### src/rtl/core/msic_pkg.sv
// Package for the marching-squares isoline cell block.
// Holds the queued cell type, the back-end state type, and the edge plan table.
// Depends on nothing.
package msic_pkg;

  localparam int unsigned GRID_WIDTH_DEF = 1024;
  localparam int unsigned VERTEX_BITS_DEF = 20;
  localparam int unsigned WEIGHT_FRAC_BITS_DEF = 12;

  localparam logic [8:0] ISO_RESET = 9'd128;
  localparam logic LERP_RESET = 1'b1;

  // Register indexes on the configuration port.
  localparam logic REG_ISO = 1'b0;
  localparam logic REG_LERP = 1'b1;

  // Edge codes.
  localparam logic [1:0] EDGE_BOTTOM = 2'd0;
  localparam logic [1:0] EDGE_RIGHT = 2'd1;
  localparam logic [1:0] EDGE_TOP = 2'd2;
  localparam logic [1:0] EDGE_LEFT = 2'd3;

  // Ordered list of crossed edges for one cell.
  typedef struct packed {
    logic [2:0] cnt;
    logic [3:0][1:0] edges;
  } edge_plan_t;

  // One classified cell as it waits between front and back.
  typedef struct packed {
    logic [7:0] sa;
    logic [7:0] sb;
    logic [7:0] sc;
    logic [7:0] sd;
    logic [9:0] x;
    logic [9:0] y;
    logic [9:0] z;
    edge_plan_t plan;
  } cell_t;

  typedef enum logic [3:0] {
    S_CLEAR, S_IDLE, S_LOOK, S_EDGE, S_DIV, S_CALC, S_FORM, S_OUT, S_DONE
  } back_state_t;

  // Crossed edges in emission order; saddles list both segments in turn.
  function automatic edge_plan_t edge_plan(input logic [3:0] c);
    edge_plan_t p;
    p.cnt = 3'd2;
    p.edges = '{EDGE_BOTTOM, EDGE_BOTTOM, EDGE_BOTTOM, EDGE_BOTTOM};
    case (c)
      4'd1, 4'd14: begin p.edges[0] = EDGE_BOTTOM; p.edges[1] = EDGE_LEFT; end
      4'd2, 4'd13: begin p.edges[0] = EDGE_BOTTOM; p.edges[1] = EDGE_RIGHT; end
      4'd3, 4'd12: begin p.edges[0] = EDGE_RIGHT; p.edges[1] = EDGE_LEFT; end
      4'd4, 4'd11: begin p.edges[0] = EDGE_RIGHT; p.edges[1] = EDGE_TOP; end
      4'd6, 4'd9: begin p.edges[0] = EDGE_BOTTOM; p.edges[1] = EDGE_TOP; end
      4'd7, 4'd8: begin p.edges[0] = EDGE_TOP; p.edges[1] = EDGE_LEFT; end
      4'd5: begin
        p.cnt = 3'd4;
        p.edges[0] = EDGE_BOTTOM; p.edges[1] = EDGE_RIGHT;
        p.edges[2] = EDGE_TOP; p.edges[3] = EDGE_LEFT;
      end
      4'd10: begin
        p.cnt = 3'd4;
        p.edges[0] = EDGE_RIGHT; p.edges[1] = EDGE_TOP;
        p.edges[2] = EDGE_BOTTOM; p.edges[3] = EDGE_LEFT;
      end
      default: p.cnt = 3'd0;
    endcase
    return p;
  endfunction

endpackage

### src/rtl/core/msic_cell_if.sv
// Input channel: one grid cell per word.
// Depends on nothing.
interface msic_cell_if;
  logic valid;
  logic ready;
  logic [7:0] corner_a;
  logic [7:0] corner_b;
  logic [7:0] corner_c;
  logic [7:0] corner_d;
  logic [9:0] cell_x;
  logic [9:0] cell_y;
  logic [9:0] slice;
  modport source (output valid, corner_a, corner_b, corner_c, corner_d, cell_x, cell_y,
                  slice, input ready);
  modport sink (input valid, corner_a, corner_b, corner_c, corner_d, cell_x, cell_y,
                slice, output ready);
endinterface

### src/rtl/core/msic_front.sv
// Front end: thresholds the corners, builds the edge plan, and queues cells.
// Depends on msic_pkg and msic_cell_if.
module msic_front (
  input  logic clk,
  input  logic rst,
  msic_cell_if.sink cell_in,
  input  logic [8:0] iso_value,
  input  logic hold,
  output logic q_valid,
  output msic_pkg::cell_t q_cell,
  input  logic q_pop
);
  import msic_pkg::*;

  cell_t slot [2];
  logic wr_ptr, rd_ptr;
  logic [1:0] fill;
  logic [3:0] case_bits;
  cell_t incoming;
  logic push;

  // Corner classification.
  always_comb begin
    case_bits[0] = {1'b0, cell_in.corner_a} >= iso_value;
    case_bits[1] = {1'b0, cell_in.corner_b} >= iso_value;
    case_bits[2] = {1'b0, cell_in.corner_c} >= iso_value;
    case_bits[3] = {1'b0, cell_in.corner_d} >= iso_value;
    incoming.sa = cell_in.corner_a;
    incoming.sb = cell_in.corner_b;
    incoming.sc = cell_in.corner_c;
    incoming.sd = cell_in.corner_d;
    incoming.x = cell_in.cell_x;
    incoming.y = cell_in.cell_y;
    incoming.z = cell_in.slice;
    incoming.plan = edge_plan(case_bits);
  end

  assign cell_in.ready = (fill != 2'd2) && !hold;
  assign push = cell_in.valid && cell_in.ready;
  assign q_valid = fill != 2'd0;
  assign q_cell = slot[rd_ptr];

  // Two-entry queue between the front and back.
  always_ff @(posedge clk) begin
    if (rst) begin
      wr_ptr <= 1'b0;
      rd_ptr <= 1'b0;
      fill <= 2'd0;
    end else begin
      if (push) begin
        slot[wr_ptr] <= incoming;
        wr_ptr <= !wr_ptr;
      end
      if (q_pop) begin
        rd_ptr <= !rd_ptr;
      end
      fill <= fill + 2'(push) - 2'(q_pop);
    end
  end
endmodule

### src/flat_wrapper.sv
// flat-port wrapper written by rule: the top's interface ports become plain ports
module msic_front_flat import msic_pkg::*;
  (clk, rst, iso_value, hold, q_valid, q_cell, q_pop, cell_in_valid, cell_in_corner_a, cell_in_corner_b, cell_in_corner_c, cell_in_corner_d, cell_in_cell_x, cell_in_cell_y, cell_in_slice, cell_in_ready);
  msic_cell_if cell_in_i ();
  input  logic clk;
  input  logic rst;
  input  logic [8:0] iso_value;
  input  logic hold;
  output logic q_valid;
  output msic_pkg::cell_t q_cell;
  input  logic q_pop;
  input wire logic [$bits(cell_in_i.valid)-1:0] cell_in_valid;
  input wire logic [$bits(cell_in_i.corner_a)-1:0] cell_in_corner_a;
  input wire logic [$bits(cell_in_i.corner_b)-1:0] cell_in_corner_b;
  input wire logic [$bits(cell_in_i.corner_c)-1:0] cell_in_corner_c;
  input wire logic [$bits(cell_in_i.corner_d)-1:0] cell_in_corner_d;
  input wire logic [$bits(cell_in_i.cell_x)-1:0] cell_in_cell_x;
  input wire logic [$bits(cell_in_i.cell_y)-1:0] cell_in_cell_y;
  input wire logic [$bits(cell_in_i.slice)-1:0] cell_in_slice;
  output wire logic [$bits(cell_in_i.ready)-1:0] cell_in_ready;
  assign cell_in_i.valid = cell_in_valid;
  assign cell_in_i.corner_a = cell_in_corner_a;
  assign cell_in_i.corner_b = cell_in_corner_b;
  assign cell_in_i.corner_c = cell_in_corner_c;
  assign cell_in_i.corner_d = cell_in_corner_d;
  assign cell_in_i.cell_x = cell_in_cell_x;
  assign cell_in_i.cell_y = cell_in_cell_y;
  assign cell_in_i.slice = cell_in_slice;
  assign cell_in_ready = cell_in_i.ready;
  msic_front u_core (.clk(clk), .rst(rst), .cell_in(cell_in_i), .iso_value(iso_value), .hold(hold), .q_valid(q_valid), .q_cell(q_cell), .q_pop(q_pop));
endmodule
### config.mk
export PLATFORM = sky130hd
export DESIGN_NAME = msic_front_flat
export DESIGN_NICKNAME = d
export VERILOG_FILES = /design/src/rtl/core/msic_pkg.sv /design/src/rtl/core/msic_cell_if.sv /design/src/rtl/core/msic_front.sv /design/src/flat_wrapper.sv
export SDC_FILE = /design/constraint.sdc
export NUM_CORES = 1
export LEC_CHECK = 0
export ABC_AREA = 1
export BUFFER_PORTS_ARGS = -buffer_cell sky130_fd_sc_hd__buf_2
export CAP_MARGIN = 25
export CORE_MARGIN = 8
export CORE_UTILIZATION = 48
export DETAILED_ROUTE_END_ITERATION = 7
export PLACE_DENSITY = 0.76
export SYNTH_ARGS = -nofsm -noshare
export SYNTH_HDL_FRONTEND = slang
export SYNTH_SLANG_ARGS = --single-unit
### constraint.sdc
create_clock -name clk -period 6.9 [get_ports clk]
set_clock_uncertainty 0.1 [all_clocks]
set_input_delay 1.38 -clock clk [delete_from_list [all_inputs] [get_ports clk]]
set_output_delay 1.38 -clock clk [all_outputs]
set_load 0.005 [all_outputs]
-- Word level (Yosys, flattened, before mapping)
Memory sizes are Yosys's and may differ from the RTL's. A register that Yosys moved wholly into a read port is not among the register bits.
Index checks and enable logic that the tools add are counted.
- register bits after elaboration: 4
- memory bits (writable): 146
- bits of input ports: 76
- memories kept: 1
- memories (memory ; words ; bits a word ; read ports ; clocked after Yosys merged registers in ; write ports ; line ; text):
    u_core.slot ; 2 ; 73 ; 1 ; 1 ; 1 ; msic_front.sv:15 ; cell_t slot [2];
- add/sub/neg operators: 2
- $lt $le $gt $ge: 4
- equality and inequality tests: 15
- mux-type cells: 8
- reduce and logical (&&, ||, !) cells: 14
- operators by type and width (operator ; number):
    $ge 8x9->1 ; 4
    $eq 4x4->1 const B ; 7
    $pmux 4 s6 ; 1
    $eq 4x3->1 const B ; 4
    $reduce_or 12->1 ; 1
    $reduce_or 2->1 ; 5
    $eq 4x2->1 const B ; 2
    $pmux 4 s2 ; 1
    $pmux 3 s2 ; 1
    $reduce_or 3->1 ; 2
    $mux 1 ; 5
    $eq 4x1->1 const B ; 1
    $logic_not 1->1 ; 3
    $add 2x1->2 ; 1
    $logic_and 1x1->1 ; 2
    $ne 2x2->1 const B ; 1
    $reduce_bool 2->1 ; 1
    $sub 2x1->2 ; 1

-- Depth between registers and ports, before layout
- depth in word-level cells: 6
- gate-level depth with buffers: 13

-- Worst setup path before layout
Ideal clock, no wire load.
- path kind: input-to-reg
- start point: input hold
- end point: memory u_core.slot[1][0] in the netlist's numbering, enable pin
- setup time: 0.584 ns
- arrival time: 6.424 ns
- data required time: 6.216 ns
- path slack: -0.209 ns
- stages: 3
- path buffers: 0
- path through: a21oi_1 > nand2_1 > nor3_1
- word-level cells in the longest chain between the ends: 6
- RTL lines (item ; line ; text):
    from (decl) ; flat_wrapper.sv:8 ; input logic hold;
    $logic_not 1->1 ; msic_front.sv:38 ; assign cell_in.ready = (fill != 2'd2) && !hold;
    $logic_and 1x1->1 ; msic_front.sv:38 ;
    $logic_and 1x1->1 ; msic_front.sv:39 ; assign push = cell_in.valid && cell_in.ready;
    $mux 1 ; msic_front.sv:50 ; if (push) begin
    $mux 1 ; msic_front.sv:45 ; if (rst) begin
    $mux 1 (not written as such) ; msic_front.sv:51 ; slot[wr_ptr] <= incoming;
    to (decl) ; msic_front.sv:15 ;
No other way between the ends.

==> results.py <==
metrics = {
    "run_status": {
        "status": "finished, final reports clean",
    },
    "timing": {
        "tns_ns": 0,
        "finalSetupViolCount": 0,
        "tightest_slew_ns": 0.960,
        "rsz0062_at_grt": "false",
        "hold_viol_final": 0,
        "slew_headroom": 0.360,
        "drv_slew": 0,
        "max_freq_mhz": 289,
        "post-route-min-period_ns": 3.45,
        "fin_crit_sh": 0.501,
    },
    "clock_network": {
        "clkLatencyLatePin_ns": 0.41,
        "hold_buffers": 0,
        "tritoncts": "yes",
        "clkTransAtPathRegs_ns": 0.06,
        "cts_setup_buffers": 0,
        "cts.sinks": 145,
        "post_cts_resized": 0,
        "cts_root_buffer": "clkbuf_16",
        "h-tree-depth": 4,
        "max-clock-path-buffers": 2,
        "cts_buffers": 17,
    },
    "floorplan": {
        "num_rows": 42,
        "die_h_um": 130,
        "die_x_um": 130,
        "io_pins": 151,
        "start_util": 0.482,
        "dieArea_um2": 17000,
        "coreArea_um2": 13000,
    },
    "critical_path": {
        "worstSetupEndpointType": "output port",
        "startpoint_type": "flop",
        "path_class": "flop to output port",
        "required_ns": 5.42,
        "arrival_ns": 1.97,
        "cp_max_fo": 70,
    },
    "global_routing": {
        "grt_pass1_vias": 4041,
        "grt_usage": 0.151,
        "grt_overflow_total": 0,
        "grt_max_degree": 71,
        "grt_pass1_wl_mm": 19.2,
        "antenna_found_initial": 1,
    },
    "synthesis": {
        "synth_top_area_frac": 0.669,
        "syn_area_um2": 6280,
        "yosys_warnings": 0,
        "synth.largest_area_cell": "edfxtp_1",
        "synth_area_leaders": "edfxtp_1 67%, mux2_2 13%, ha_1 6.8%",
        "synth_cells": 412,
        "synth_edf_count": 140,
        "ys_ff_latch": 145,
        "yosysSeqAreaShare": 0.685,
        "syn_area_per_cell_um2": 15.3,
        "async_reset_ff_frac": 0,
        "synth_top_flop_cell": "edfxtp_1",
        "ys_types": 30,
    },
    "cells_and_area": {
        "area_growth_pct": 25.2,
        "fill_cells": 1046,
        "nets": 681,
        "drive_gt1_frac": 0.461,
    },
    "power": {
        "power_leakage_nw": 3.19,
        "power_density_nw_per_um2": 281,
        "total_power_w": 0.00221,
        "ir_drop_v": 0.000209,
    },
    "place": {
        "dp_hpwl_mm": 8.72,
        "place_congestion": 0.778,
        "io_buffers": 148,
    },
    "worst_hold_path": {
        "hp-class": "flop to flop",
    },
    "detailed_routing": {
        "num_vias": 3724,
        "drcViolationCount": 0,
        "routedWlPerCell_um": 16.3,
        "dr.pass1.iters": 5,
        "drt_iter0_drc": 133,
        "vias_per_cell": 4.89,
        "routed_wl_mm": 12.4,
        "drtAntennaViolNets": 0,
    },
    "run": {
        "drv_cap": 0,
    },
}
==> cells in the final DEF, fill, tap and decap left out, types with 2 or more instances in the layout <==
cell,synthesis,routed
buf_2,7,148
edfxtp_1,140,140
mux2_2,70,70
nand2_1,45,45
inv_1,34,34
ha_1,34,34
nor2_1,19,18
clkbuf_16,0,17
a21oi_1,9,9
nand2_2,7,7
nand3_1,6,6
bufinv_16,0,5
inv_2,4,4
o21ai_1,4,4
o21ai_0,4,4
dfxtp_1,5,4
a21o_1,3,3
inv_6,0,3
nand4_1,2,2
nor3_4,1,2
nor3_1,3,2
xnor2_1,2,2
conb_1,1,2
clkinv_2,0,2
clkbuf_1,1,2
buf_4,3,2
==> sequential cells by signal, summed over array words and instances (netlist names), named ones only <==
name,flops
u_core.fill,2
u_core.rd_ptr,1
u_core.slot,140
u_core.wr_ptr,1
==> cell type report <==
cell class              count  area (µm²)  area share
flip-flops and latches    145        4310       0.548
multi-input cells         219        1800       0.229
inverters                  38         143      0.0181
clock buffers              19         433      0.0550
clock inverters            13         206      0.0262
repair buffers            150         756      0.0961
diodes                      1        2.50    0.000318
well taps                 176         220      0.0280
==> power breakdown <==
group	switching (W)	leakage (nW)	total [W]	internal [W]
Sequential	0.0000211	1.31	0.00102	0.000997
Clock	0.000334	0.310	0.000977	0.000643
Combinational	0.000108	1.57	0.000213	0.000105
Total	0.000463	3.19	0.00221	0.00174
==> Yosys cell counts (5+ instances only) <==
cell type  count
a21oi_1        9
buf_2          7
dfxtp_1        5
edfxtp_1     140
ha_1          34
inv_1         34
mux2_2        70
nand2_1       45
nand2_2        7
nand3_1        6
nor2_1        19
==> per-layer routing <==
metal  track usage  part of all wire  vias to the layer above
met2         0.250              0.47                      124
met3        0.0588             0.088                       17
met4        0.0567             0.017                        0
li1              -                 -                     1819
met5             0                 0                        -
met1         0.175              0.42                     1764
==> stage by stage <==
step / area [µm²] / cells / hold slack [ns] / worst slack [ns] / utilization
5_1_grt: 7870 / 761 / 0.407 / 3.32 / 0.604
3_5_place_dp: 7230 / 728 / 0.375 / 3.58 / 0.554
4_1_cts: 7870 / 760 / 0.383 / 3.41 / 0.603
3_3_place_gp: 7230 / 728 / 0.357 / 3.65 / 0.554
2_1_floorplan: 6290 / 413 / 0.339 / 1.55 / -
6_report: 7870 / 761 / 0.385 / 3.45 / 0.604
==> path summary, 6_finish.rpt <==
check                               startpoint                  to  slack, ns  cells after the start
worst min-delay path             u_core.wr_ptr       u_core.wr_ptr       0.38                      2
worst min register to register   u_core.wr_ptr       u_core.wr_ptr       0.38                      2
worst max-delay path                      flop           q_cell[7]       3.45                      2
worst max register to register  u_core.fill[0]  u_core.slot[0][65]       4.68                      7
==> critical path, stage by stage, from the launching register on <==
cell	delay, ns
dfxtp_4	0.96
mux2_2	0.43
buf_2	0.13
==> kinds of logic (layout without fill, tap and decap cells) <==
family	after synthesis	after routing	share of synthesized area
flip-flops	145	145	0.685
other	1	3	0.000597
buffers and inverters	49	220	0.0324
AND/OR/NAND/NOR	88	88	0.0631
adder cells (fa/ha/maj)	34	34	0.0677
AO/OA/AOI/OAI	23	23	0.0231
XOR/XNOR	2	2	0.00279
multiplexers	70	70	0.125
No activity file was read; power rests on OpenSTA's default activity.
